## src/hw/rtl/ppdc_pkg.sv

```systemverilog
`timescale 1ns / 1ps
package ppdc_pkg;

  localparam int unsigned NumCodes   = 15;
  localparam logic [3:0]  BypassCode = 4'd15;
  localparam logic [29:0] NsPerSec   = 30'd1000000000;
  localparam logic [28:0] NsHalf     = 29'd500000000;

  // Divider for each prescaler code; zero marks an unused code.
  function automatic logic [16:0] divider_of(input logic [3:0] code);
    logic [16:0] d;
    case (code)
      4'd0:    d = 17'd120;
      4'd1:    d = 17'd180;
      4'd2:    d = 17'd240;
      4'd3:    d = 17'd360;
      4'd4:    d = 17'd480;
      4'd8:    d = 17'd12000;
      4'd9:    d = 17'd24000;
      4'd10:   d = 17'd36000;
      4'd11:   d = 17'd48000;
      4'd12:   d = 17'd72000;
      default: d = 17'd0;
    endcase
    return d;
  endfunction

endpackage

```

## src/hw/rtl/pwm_prescaler_period_duty_calc.sv

```systemverilog
`timescale 1ns / 1ps
// Flow, bypass tried first when on: a multiply and a divide give the count; when the
//   undivided clock fits, a multiply and a divide give duty; each divided code tried
//   adds a divide, 32x32 multiply and divide, unused codes are skipped; a zero period
//   is a range error. One item at a time: a new input waits until the result has left;
//   the bit-serial multiplier and 64-bit restoring divider set the pace.
// Reset: asynchronous active low; registers return to 24 MHz, bypass on.
module pwm_prescaler_period_duty_calc #(
  parameter int unsigned PERIOD_BITS = 16
) (
  input  logic        clk_i,
  input  logic        rst_ni,
  input  logic        cfg_valid_i,
  output logic        cfg_ready_o,
  input  logic        cfg_index_i,
  input  logic [31:0] cfg_data_i,
  input  logic        in_valid_i,
  output logic        in_ready_o,
  input  logic [30:0] duty_time_ns_i,
  input  logic [30:0] period_time_ns_i,
  output logic        out_valid_o,
  input  logic        out_ready_i,
  output logic [3:0]  prescaler_code_o,
  output logic [15:0] period_field_o,
  output logic [15:0] duty_field_o,
  output logic        range_error_o
);
  typedef enum logic [8:0] {
    StIdle  = 9'b000000001,
    StBpMul = 9'b000000010,
    StBpDiv = 9'b000000100,
    StTbCk  = 9'b000001000,
    StTbDv1 = 9'b000010000,
    StTbMul = 9'b000100000,
    StTbDv2 = 9'b001000000,
    StDtMul = 9'b010000000,
    StDtDiv = 9'b100000000
  } state_e;

  // Fit limit: count-1 <= 2^PERIOD_BITS - 1.
  localparam logic [63:0] FitLimit = (64'd1 << PERIOD_BITS) - 64'd1;

  state_e      state_q, state_d;
  logic [31:0] clk_rate_q;
  logic        bypass_q;
  logic [30:0] duty_q, period_q;
  logic [3:0]  code_q, code_d;
  logic [63:0] count_q, count_d;

  // Result register.
  logic        out_valid_q;
  logic [3:0]  res_code_q;
  logic [15:0] res_period_q, res_duty_q;
  logic        res_err_q;

  // Shared units.
  logic        mul_start, mul_done;
  logic [31:0] mul_a, mul_b;
  logic [63:0] mul_p;
  logic        div_start, div_done;
  logic [63:0] div_num, div_q;
  logic [31:0] div_den;

  ppdc_serial_mul #(.AW(32), .BW(32)) u_mul (
    .clk_i, .rst_ni, .start_i(mul_start), .a_i(mul_a), .b_i(mul_b),
    .done_o(mul_done), .prod_o(mul_p)
  );

  ppdc_serial_div #(.NumW(64), .DenW(32)) u_div (
    .clk_i, .rst_ni, .start_i(div_start), .num_i(div_num), .den_i(div_den),
    .done_o(div_done), .quot_o(div_q)
  );

  logic        in_fire, fits;
  logic        fin, fin_err;
  logic [15:0] fin_duty;

  // Hold new items back while a register write is offered; take writes only
  // between items so a calculation never sees its settings change.
  assign in_ready_o  = (state_q == StIdle) && !out_valid_q && !cfg_valid_i;
  assign in_fire     = in_valid_i && in_ready_o;
  assign cfg_ready_o = (state_q == StIdle);
  // count - 1 wraps for zero, so zero never fits.
  assign fits        = (div_q - 64'd1) <= FitLimit;

  always_comb begin
    state_d   = state_q;
    code_d    = code_q;
    count_d   = count_q;
    mul_start = 1'b0;
    mul_a     = '0;
    mul_b     = '0;
    div_start = 1'b0;
    div_num   = '0;
    div_den   = '0;
    fin       = 1'b0;
    fin_err   = 1'b0;
    fin_duty  = '0;
    case (state_q)
      StIdle: begin
        if (in_fire) begin
          code_d = '0;
          if (period_time_ns_i == '0) begin
            fin     = 1'b1;
            fin_err = 1'b1;
          end else if (bypass_q) begin
            mul_start = 1'b1;
            mul_a     = clk_rate_q;
            mul_b     = {1'b0, period_time_ns_i};
            state_d   = StBpMul;
          end else begin
            state_d = StTbCk;
          end
        end
      end
      StBpMul: begin
        if (mul_done) begin
          div_start = 1'b1;
          div_num   = mul_p + 64'(ppdc_pkg::NsHalf);
          div_den   = 32'(ppdc_pkg::NsPerSec);
          state_d   = StBpDiv;
        end
      end
      StBpDiv: begin
        if (div_done) begin
          if (fits) begin
            count_d   = div_q;
            code_d    = ppdc_pkg::BypassCode;
            mul_start = 1'b1;
            mul_a     = div_q[31:0];
            mul_b     = {1'b0, duty_q};
            state_d   = StDtMul;
          end else begin
            state_d = StTbCk;
          end
        end
      end
      StTbCk: begin
        // Skip unused codes; give up past the last table code.
        if (code_q == 4'(ppdc_pkg::NumCodes)) begin
          fin     = 1'b1;
          fin_err = 1'b1;
          state_d = StIdle;
        end else if (ppdc_pkg::divider_of(code_q) == '0) begin
          code_d = code_q + 4'd1;
        end else begin
          div_start = 1'b1;
          div_num   = 64'(clk_rate_q);
          div_den   = 32'(ppdc_pkg::divider_of(code_q));
          state_d   = StTbDv1;
        end
      end
      StTbDv1: begin
        if (div_done) begin
          mul_start = 1'b1;
          mul_a     = div_q[31:0];
          mul_b     = {1'b0, period_q};
          state_d   = StTbMul;
        end
      end
      StTbMul: begin
        if (mul_done) begin
          div_start = 1'b1;
          div_num   = mul_p;
          div_den   = 32'(ppdc_pkg::NsPerSec);
          state_d   = StTbDv2;
        end
      end
      StTbDv2: begin
        if (div_done) begin
          if (fits) begin
            count_d   = div_q;
            mul_start = 1'b1;
            mul_a     = div_q[31:0];
            mul_b     = {1'b0, duty_q};
            state_d   = StDtMul;
          end else begin
            code_d  = code_q + 4'd1;
            state_d = StTbCk;
          end
        end
      end
      StDtMul: begin
        // count <= 2^PERIOD_BITS, so with PERIOD_BITS <= 32 (count * duty) fits 64 bits; a count of
        // 2^32 has low word zero, handle by adding duty<<32.
        if (mul_done) begin
          div_start = 1'b1;
          div_num   = mul_p + (count_q[32] ? {1'b0, duty_q, 32'd0} : 64'd0);
          div_den   = {1'b0, period_q};
          state_d   = StDtDiv;
        end
      end
      StDtDiv: begin
        if (div_done) begin
          fin      = 1'b1;
          fin_duty = div_q[15:0];
          state_d  = StIdle;
        end
      end
      default: state_d = StIdle;
    endcase
  end

  always_ff @(posedge clk_i or negedge rst_ni) begin
    if (!rst_ni) begin
      state_q     <= StIdle;
      clk_rate_q  <= 32'd24000000;
      bypass_q    <= 1'b1;
      out_valid_q <= 1'b0;
      code_q      <= '0;
    end else begin
      state_q <= state_d;
      code_q  <= code_d;
      if (cfg_valid_i && cfg_ready_o) begin
        if (cfg_index_i == 1'b0) begin
          clk_rate_q <= cfg_data_i;
        end else begin
          bypass_q <= cfg_data_i[0];
        end
      end
      if (fin) begin
        out_valid_q <= 1'b1;
      end else if (out_ready_i) begin
        out_valid_q <= 1'b0;
      end
    end
  end

  always_ff @(posedge clk_i) begin
    count_q <= count_d;
    if (in_fire) begin
      duty_q   <= duty_time_ns_i;
      period_q <= period_time_ns_i;
    end
    if (fin) begin
      res_err_q    <= fin_err;
      res_code_q   <= fin_err ? 4'd0 : code_q;
      res_period_q <= fin_err ? 16'd0 : 16'(count_q - 64'd1);
      res_duty_q   <= fin_err ? 16'd0 : fin_duty;
    end
  end

  assign out_valid_o      = out_valid_q;
  assign prescaler_code_o = res_code_q;
  assign period_field_o   = res_period_q;
  assign duty_field_o     = res_duty_q;
  assign range_error_o    = res_err_q;

`ifndef SYNTHESIS
  a_busy_no_out: assert property (@(posedge clk_i) disable iff (!rst_ni)
    (state_q != StIdle) |-> !in_ready_o) else $error("ready while busy");
  a_fin_idle: assert property (@(posedge clk_i) disable iff (!rst_ni)
    fin |=> out_valid_q && state_q == StIdle) else $error("finish lost");
  a_err_fields: assert property (@(posedge clk_i) disable iff (!rst_ni)
    (out_valid_q && res_err_q) |-> (res_code_q == 4'd0)) else $error("err code");
`endif
endmodule

```

## src/hw/rtl/ppdc_serial_div.sv

```systemverilog
`timescale 1ns / 1ps
// Restoring divider, one quotient bit per cycle.
module ppdc_serial_div #(
  parameter int unsigned NumW = 64,
  parameter int unsigned DenW = 32
) (
  input  logic            clk_i,
  input  logic            rst_ni,
  input  logic            start_i,
  input  logic [NumW-1:0] num_i,
  input  logic [DenW-1:0] den_i,
  output logic            done_o,
  output logic [NumW-1:0] quot_o
);
  localparam int unsigned CntW = $clog2(NumW + 1);

  logic [NumW-1:0] quot_q, quot_d;
  logic [DenW:0]   rem_q, rem_d;
  logic [DenW-1:0] den_q, den_d;
  logic [CntW-1:0] cnt_q, cnt_d;
  logic            busy_q, busy_d, done_q, done_d;
  logic [DenW:0]   trial;
  logic [DenW:0]   diff;

  always_comb begin
    quot_d = quot_q;
    rem_d  = rem_q;
    den_d  = den_q;
    cnt_d  = cnt_q;
    busy_d = busy_q;
    done_d = 1'b0;
    trial  = {rem_q[DenW-1:0], quot_q[NumW-1]};
    diff   = trial - {1'b0, den_q};
    if (start_i) begin
      quot_d = num_i;
      rem_d  = '0;
      den_d  = den_i;
      cnt_d  = CntW'(NumW);
      busy_d = 1'b1;
    end else if (busy_q) begin
      if (trial >= {1'b0, den_q}) begin
        rem_d  = diff;
        quot_d = {quot_q[NumW-2:0], 1'b1};
      end else begin
        rem_d  = trial;
        quot_d = {quot_q[NumW-2:0], 1'b0};
      end
      cnt_d = cnt_q - 1'b1;
      if (cnt_q == CntW'(1)) begin
        busy_d = 1'b0;
        done_d = 1'b1;
      end
    end
  end

  always_ff @(posedge clk_i or negedge rst_ni) begin
    if (!rst_ni) begin
      busy_q <= 1'b0;
      done_q <= 1'b0;
      cnt_q  <= '0;
    end else begin
      busy_q <= busy_d;
      done_q <= done_d;
      cnt_q  <= cnt_d;
    end
  end

  always_ff @(posedge clk_i) begin
    quot_q <= quot_d;
    rem_q  <= rem_d;
    den_q  <= den_d;
  end

  assign done_o = done_q;
  assign quot_o = quot_q;

`ifndef SYNTHESIS
  a_done_pulse: assert property (@(posedge clk_i) disable iff (!rst_ni)
    done_q |=> !done_q) else $error("done held");
  a_no_busy_done: assert property (@(posedge clk_i) disable iff (!rst_ni)
    !(busy_q && done_q)) else $error("done while busy");
  a_start_busy: assert property (@(posedge clk_i) disable iff (!rst_ni)
    start_i |=> busy_q) else $error("start lost");
`endif
endmodule

```

## src/hw/rtl/ppdc_serial_mul.sv

```systemverilog
`timescale 1ns / 1ps
// Shift-add multiplier, one multiplier bit per cycle.
module ppdc_serial_mul #(
  parameter int unsigned AW = 32,
  parameter int unsigned BW = 32
) (
  input  logic             clk_i,
  input  logic             rst_ni,
  input  logic             start_i,
  input  logic [AW-1:0]    a_i,
  input  logic [BW-1:0]    b_i,
  output logic             done_o,
  output logic [AW+BW-1:0] prod_o
);
  localparam int unsigned CntW = $clog2(BW + 1);

  logic [AW+BW-1:0] acc_q, acc_d;
  logic [AW-1:0]    a_q, a_d;
  logic [BW-1:0]    b_q, b_d;
  logic [CntW-1:0]  cnt_q, cnt_d;
  logic             busy_q, busy_d, done_q, done_d;

  always_comb begin
    acc_d  = acc_q;
    a_d    = a_q;
    b_d    = b_q;
    cnt_d  = cnt_q;
    busy_d = busy_q;
    done_d = 1'b0;
    if (start_i) begin
      acc_d  = '0;
      a_d    = a_i;
      b_d    = b_i;
      cnt_d  = CntW'(BW);
      busy_d = 1'b1;
    end else if (busy_q) begin
      // Walk multiplier bits from MSB down: acc = 2*acc + a*bit.
      acc_d = {acc_q[AW+BW-2:0], 1'b0} + (b_q[BW-1] ? (AW+BW)'(a_q) : '0);
      b_d   = {b_q[BW-2:0], 1'b0};
      cnt_d = cnt_q - 1'b1;
      if (cnt_q == CntW'(1)) begin
        busy_d = 1'b0;
        done_d = 1'b1;
      end
    end
  end

  always_ff @(posedge clk_i or negedge rst_ni) begin
    if (!rst_ni) begin
      busy_q <= 1'b0;
      done_q <= 1'b0;
      cnt_q  <= '0;
    end else begin
      busy_q <= busy_d;
      done_q <= done_d;
      cnt_q  <= cnt_d;
    end
  end

  always_ff @(posedge clk_i) begin
    acc_q <= acc_d;
    a_q   <= a_d;
    b_q   <= b_d;
  end

  assign done_o = done_q;
  assign prod_o = acc_q;

`ifndef SYNTHESIS
  a_done_pulse: assert property (@(posedge clk_i) disable iff (!rst_ni)
    done_q |=> !done_q) else $error("done held");
  a_no_busy_done: assert property (@(posedge clk_i) disable iff (!rst_ni)
    !(busy_q && done_q)) else $error("done while busy");
  a_start_busy: assert property (@(posedge clk_i) disable iff (!rst_ni)
    start_i |=> busy_q) else $error("start lost");
`endif
endmodule

```

## config.mk

```make
export PLATFORM = sky130hd
export DESIGN_NAME = pwm_prescaler_period_duty_calc
export DESIGN_NICKNAME = d
export VERILOG_FILES = /design/src/hw/rtl/ppdc_pkg.sv /design/src/hw/rtl/pwm_prescaler_period_duty_calc.sv /design/src/hw/rtl/ppdc_serial_div.sv /design/src/hw/rtl/ppdc_serial_mul.sv
export SDC_FILE = /design/constraint.sdc
export NUM_CORES = 1
export LEC_CHECK = 0
export BUFFER_PORTS_ARGS = -buffer_cell sky130_fd_sc_hd__buf_2
export CORE_MARGIN = 2
export CORE_UTILIZATION = 45
export DETAILED_ROUTE_END_ITERATION = 8
export GPL_TIMING_DRIVEN = 0
export SLEW_MARGIN = 20
export SYNTH_ARGS = -nofsm -noshare
export SYNTH_HDL_FRONTEND = slang
export SYNTH_HIERARCHICAL = 1
export SYNTH_SLANG_ARGS = --single-unit
export TNS_END_PERCENT = 1
```

## constraint.sdc

```tcl
create_clock -name clk_i -period 12.1 [get_ports clk_i]
set_input_delay 1.815 -clock clk_i [delete_from_list [all_inputs] [get_ports clk_i]]
set_output_delay 1.815 -clock clk_i [all_outputs]
set_load 0.05 [all_outputs]
```

==> flow_summary.ini, run 1 <==
[synth]
synth.distinct_cells = 104
async_flop_share = 0.147
synth.area.top_cells = edfxtp_1 31%, dfxtp_1 7.3%, dfrtp_1 4.9%
synth_top_area_cell = edfxtp_1
netlist_area_um2 = 26400
seq_area_frac_synth = 0.447
yosys_warnings = 6
synth_edf_count = 276
ys_ff_latch = 436
synthFlopType = edfxtp_1
synthCells = 2688
yosysTopAreaCellShare = 0.313
syn_avg_cell_area_um2 = 9.84

[floorplan]
pin_count = 140
dieArea_um2 = 60700
die_h_um = 246
die_w_um = 246
initial_core_util = 0.457
core_um2 = 57900
rows = 88

[placement]
place_congestion = 0.947
port-buffer-count = 139
dpl_cell_area_um2 = 28300
dp_cells = 3600
hpwl_mm = 65.7

[sta]
finalCritPeriodShare = 0.511
drv_slew = 0
rsz0062_at_grt = false
fin_crit_ns = 6.18
fin_tns_setup_ns = 0
tightest_slew_ns = 1.24
clock_skew_ns = 0.0306
finalHoldViolCount = 0
setup_viol = 0
slew_headroom = 0.170
max_freq_mhz = 162

[layout]
design_area_um2 = 30000
area_growth_syn_to_layout_pct = 13.5
drive_gt1_frac = 0.145
layout.cells.non_filler = 3696
final_util = 0.518
final_cell_mix = 313 x nand2_1, 276 x edfxtp_1, 197 x nor2_1
nets = 3095
mostFrequentLayoutCell = nand2_1
final.fill_count = 5322

[global_route]
grt_pass1_wl_mm = 129
busiest_layer = met2
antenna_found_initial = 0
grt_pass1_vias = 21300
grt_overflow_total = 0
grt_max_degree = 65
grtUsageMet1 = 0.388
met2_usage = 0.446
grt_usage = 0.277
grtUsageMet3 = 0.0374

[outcome]
status = finished clean

[power]
power_switching_share = 0.412
p_comb_frac = 0.413
clkPwrFrac = 0.209
pwr-share-seq = 0.378
p_leak_uw = 0.0119
power.switching_uw = 3110
power.internal_uw = 4440
p_per_area_nw_per_um2 = 251
peakVddDrop_v = 0.000162

[routing]
num_vias = 22500
drtIter0Drc = 1944
wl_per_cell_um = 23.3
drc = 0
detail-route-antenna-nets = 0
wirelength_mm = 85.9
drt_pass1_iterations = 6
via_per_inst = 6.08

[clock_tree]
cts_tree = done
cts_buffers = 51
htreeDepth = 2
clk_latency_ns = 0.62
holdBufCountCts = 0
ctsLongestPathBuffers = 3
cts-root-buf = clkbuf_16
cts_resized = 0
cts_sinks = 436
postCtsSetupBuffers = 0
clk_pin_slew_ns = 0.06

[critical_path]
cp-start-kind = flop
critical_path_required_ns = 12.38
endpoint_kind = flop
crit_chain = buf_2 -> nor3_1 -> nand3_1 -> nor3b_1 -> nor3_1 -> o22ai_4 -> clkbuf_1 -> buf_1 -> or2_4 -> buf_12
max_stage_delay_ns = 1.03
worstPathMaxFanout = 33
cp_slowest_cell = nor3b_1
crit_buf_inv = 4
crit_arrival_ns = 6.46
path_delay_family = simple AND/OR/NAND/NOR gates
worstSetupPathType = flop to flop
crit_top_cell = nor3_1

[run]
cap_violations = 0

[worst_hold_path]
hp-class = flop to flop
-- per-layer routing --
layer / vias to the layer above / part of all wire / routed length, um
met5: - / 0 / 0
met4: 0 / 0.029 / 2470
met3: 132 / 0.069 / 5970
met2: 897 / 0.45 / 38900
met1: 11000 / 0.45 / 38600
li1: 10500 / - / -
-- path summary, 6_finish.rpt --
check,startpoint,endpoint,slack (ns),cells past startpoint
setup / recovery,state_q[4],u_div/quot_o[35],5.92,10
hold / removal,u_div/rem_q[31],u_div/rem_q[31],0.49,2
setup reg to reg,state_q[4],u_div/quot_o[35],5.92,10
hold reg to reg,u_div/rem_q[31],u_div/rem_q[31],0.49,2
max in group asynchronous,rst_ni,state_q[0],10.42,2
min in group asynchronous,rst_ni,clk_rate_q[15],1.07,1
-- power groups by stage --
| stage | Combinational, uW | Sequential, uW | Clock [uW] |
|---|---|---|---|
| CTS | 3080 | 2840 | 1600 |
| floorplan | 2350 | 2570 | 0 |
| finish | 3120 | 2850 | 1580 |
| global route | 3420 | 2910 | 1660 |
| global placement | 2970 | 2860 | 0 |
| detailed placement | 3050 | 2860 | 0 |
-- state kept, by name, indices dropped and copies added (netlist names), 31 cells and up --
| signal | count |
|---|---|
| u_div/quot_o | 64 |
| u_mul/prod_o | 64 |
| clk_rate_q | 32 |
| u_div/den_q | 32 |
| u_div/rem_q | 32 |
| u_mul/a_q | 32 |
| u_mul/b_q | 32 |
| duty_q | 31 |
| period_q | 31 |
-- metrics by stage --
stage | hold slack, ns | total power (uW) | setup WS [ns]
after floorplan | 0.447 | 4910 | 6.14
after global placement | 0.485 | 5830 | 3.20
after detailed placement | 0.490 | 5920 | 6.18
after CTS | 0.495 | 7520 | 6.13
after global routing | 0.518 | 7990 | 5.93
final | 0.493 | 7540 | 5.92
-- final cells by class --
cell class	count	area [um2]	area share
Sequential cell	436	11800	0.394
Multi-Input combinational cell	2041	13800	0.459
Inverter	90	340	0.0113
Timing Repair Buffer	146	848	0.0283
Antenna cell	3	7.51	0.000250
Tap cell	765	957	0.0319
Clock inverter	28	302	0.0100
Buffer	122	552	0.0184
Clock buffer	65	1400	0.0466
-- tightest hold or removal path, delay by kind of cell (launching register included) --
kind | cells | cell delay (ns)
compound gates | 1 | 0.05
flops | 1 | 0.31
simple gates | 1 | 0.08
-- cells by family after synthesis --
group	Yosys count	synth area share
and+or+nand+nor	970	0.182
AOI/OAI and AO/OA	681	0.179
DFF	436	0.447
buffers and inverters	212	0.0336
muxes	155	0.0649
xor gates and xnor gates	126	0.0417
adders and majority gates	107	0.0515
other	1	0.000142
-- synth_stat cells, types with 11 or more instances --
master / number
edfxtp_1: 276
or3_1: 20
mux2_1: 29
nor4_1: 34
nor3b_1: 16
dfstp_2: 12
mux2i_1: 23
xor2_1: 49
o211ai_1: 21
buf_1: 12
ha_1: 104
nand3b_1: 11
nor2_1: 197
nand2_1: 313
nand4_1: 42
a21oi_1: 143
o21a_1: 21
o21ai_1: 36
o31ai_1: 18
dfxtp_1: 96
and3_1: 44
nand2b_1: 18
o21ai_0: 102
a311oi_1: 22
a31oi_1: 32
buf_2: 17
inv_1: 88
mux2_2: 103
dfrtp_1: 52
a211o_1: 11
nor2b_1: 13
a211oi_1: 37
nand3_1: 63
a22o_1: 44
nor3_1: 57
a21o_1: 49
a222oi_1: 11
xnor2_1: 77
and2_1: 96
clkbuf_1: 80
a22oi_1: 29
(Power assumes the default switching activity.)
==> run 2, diff against run 1 <==
--- a/config.mk
+++ b/config.mk
@@ -5,6 +5,7 @@
 export SDC_FILE = /design/constraint.sdc
 export NUM_CORES = 1
 export LEC_CHECK = 0
+export ABC_AREA = 1
 export BUFFER_PORTS_ARGS = -buffer_cell sky130_fd_sc_hd__buf_2
 export CORE_MARGIN = 2
 export CORE_UTILIZATION = 45
==> constraint.sdc (replaced) <==
create_clock -name clk_i -period 6.13 [get_ports clk_i]
set_input_delay 0.9195 -clock clk_i [delete_from_list [all_inputs] [get_ports clk_i]]
set_output_delay 0.9195 -clock clk_i [all_outputs]
set_load 0.05 [all_outputs]
==> run 2 against run 1 <==
  * Global-route usage increased by 3.4 points
  * Core utilization decreased by 1.2 points
  * Fmax increased by 20%
  * Sequential power increased by 100%
  * Via count increased by 38%
  * Final cell count increased by 60%
  * Synthesized area increased by 19%
==> flow_summary.ini, run 2 <==
[outcome]
status = finished clean

[synth]
synth_top_area_cell = edfxtp_1
yosysTopAreaCellShare = 0.263
syn_avg_cell_area_um2 = 6.67
async_flop_share = 0.147
synth.distinct_cells = 63
synth_most_common_cell = nand2_1
synth.top_cells.by_count = 1825 x nand2_1, 734 x inv_1, 451 x nor2_1, 276 x edfxtp_1, 263 x nand3_1
synth_edf_count = 276
seq_area_frac_synth = 0.375
yosys_warnings = 6
synthCells = 4729
synth.area.top_cells = edfxtp_1 26%, nand2_1 22%, inv_1 8.7%
ys_ff_latch = 436
netlist_area_um2 = 31500
synthFlopType = edfxtp_1

[sta]
drv_slew = 0
rsz0062_at_grt = false
fin_crit_ns = 5.16
slew_headroom = 0.379
max_freq_mhz = 194
finalHoldViolCount = 0
tightest_slew_ns = 0.924
fin_tns_setup_ns = 0
timing.hold.ws_ns = 0.258
setup_viol = 0
finalCritPeriodShare = 0.842
clock_skew_ns = 0.0187

[placement]
hpwl_mm = 90.4
dp_cells = 5816
port-buffer-count = 139
place_congestion = 0.980

[critical_path]
reg2reg_from = code_q[0]
startpoint = code_q[0]
ff2ff_path_depth = 17
worstPathMaxFanout = 55
endpoint = u_div/quot_o[6]
critical_path_required_ns = 6.40
worstSetupPathType = flop to flop
crit_arrival_ns = 5.43
cp-start-kind = flop
reg2reg_to = u_div/quot_o[6]
endpoint_kind = flop
rrSetupSlack_ns = 0.97

[power]
clkPwrFrac = 0.197
p_per_area_nw_per_um2 = 444
power.internal_uw = 8390
power.switching_uw = 7280
pwr-share-seq = 0.370
p_leak_uw = 0.0172
peakVddDrop_v = 0.000245
power_switching_share = 0.465
p_comb_frac = 0.433

[routing]
drtIter0Drc = 2906
wirelength_mm = 113
wl_per_cell_um = 19.2
via_per_inst = 5.24
detail-route-antenna-nets = 0
drc = 0
num_vias = 31000
drt_pass1_iterations = 6

[clock_tree]
cts_sinks = 436
cts_resized = 0
cts_buffers = 51
cts-root-buf = clkbuf_16
cts_tree = done
htreeDepth = 2
postCtsSetupBuffers = 0
holdBufCountCts = 0
clk_pin_slew_ns = 0.06
ctsLongestPathBuffers = 3
clk_latency_ns = 0.61

[floorplan]
initial_core_util = 0.453
pin_count = 140
core_um2 = 69700
die_w_um = 269
die_h_um = 269
rows = 97
dieArea_um2 = 72200

[run]
cap_violations = 0

[layout]
layout.cells.non_filler = 5911
drive_gt1_frac = 0.0770
antenna_cells = 0
nets = 5136
final.fill_count = 7296
mostFrequentLayoutCell = nand2_1
area_growth_syn_to_layout_pct = 11.8
final_util = 0.506
final_cell_mix = 1824 x nand2_1, 731 x inv_1, 451 x nor2_1

[global_route]
grt_pass1_wl_mm = 170
grt_overflow_total = 0
antenna_found_initial = 0
grt_pass1_vias = 28500
grt_max_degree = 61
grt_usage = 0.311

[worst_hold_path]
hp-class = primary input to async pin
## run 2: cell count changes after synthesis, sizes merged, moves of 46 or more
cell / previous run / this run
nand3: 65 / 267
nand3b: 11 / 59
a21o: 49 / 3
and2: 97 / 6
nor2: 198 / 481
mux2: 132 / 31
inv: 90 / 740
xnor2: 77 / 23
nand2: 313 / 1841
## run 2: layout make-up
| cell class | count | area, um2 | area share |
|---|---|---|---|
| timing repair buffer | 146 | 868 | 0.0246 |
| buffer | 100 | 493 | 0.0140 |
| tap | 940 | 1180 | 0.0334 |
| clock inverter | 31 | 290 | 0.00823 |
| multi-input combinational | 3449 | 16400 | 0.466 |
| inverter | 745 | 2800 | 0.0794 |
| clock buffer | 64 | 1370 | 0.0388 |
| sequential | 436 | 11800 | 0.335 |
## run 2: cells by family after synthesis
family,Yosys count,share of synthesized area
xor+xnor,47,0.0131
buf+inv,845,0.104
compound gates,453,0.0835
other cells,1,0.000119
fa+ha+maj,107,0.0432
mux,31,0.0111
simple gates,2809,0.370
flops,436,0.375
## run 2: worst max-delay path: stages (launching register included)
cell and delay [ns]:
dfrtp_1 0.42, inv_1 0.26, ha_1 0.24, nor2_1 0.08, nor2_1 0.14, inv_1 0.09
o21ai_1 0.16, nor3_1 0.11, inv_1 0.11, nand2_1 0.11, nor2_1 0.60, buf_2 0.46
inv_1 0.14, nand3_2 0.32, clkbuf_1 0.58, nor2_1 0.38, inv_4 0.27, buf_16 0.28
## run 2: how the worst min path moves through the flow
stage | to | slack (ns) | depth (start not counted)
CTS | out_valid_o | 0.25 | 1
finish | out_valid_o | 0.26 | 1
global route | u_div/cnt_q[4] | 0.27 | 1
floorplan | u_div/rem_q[28] | 0.44 | 2
detailed placement | u_div/rem_q[24] | 0.46 | 2
global placement | u_div/rem_q[23] | 0.46 | 2
## run 2: through the flow
step	worst slack (ns)	power [uW]	instance area [um2]
CTS	1.06	15600	35300
finish	0.970	15700	35300
detailed placement	0.815	12500	33600
global placement	-1.19	12400	33400
global route	0.777	16800	35300
floorplan	0.865	10100	31500
## run 2: metal layers
metal	vias up	GRT usage	routed length, um
met3	201	0.0392	8270
met2	1070	0.488	49400
met1	14200	0.446	51800
met5	-	0	0
met4	0	0.0973	3750
li1	15500	-	-
## run 2: power by group through the flow
| stage | registers (uW) | logic, uW | clock network [uW] |
|---|---|---|---|
| after floorplan | 5110 | 4950 | 0 |
| after global placement | 5810 | 6550 | 0 |
| after detailed placement | 5790 | 6670 | 0 |
| after CTS | 5740 | 6710 | 3150 |
| after global routing | 5890 | 7670 | 3260 |
| final | 5800 | 6780 | 3090 |
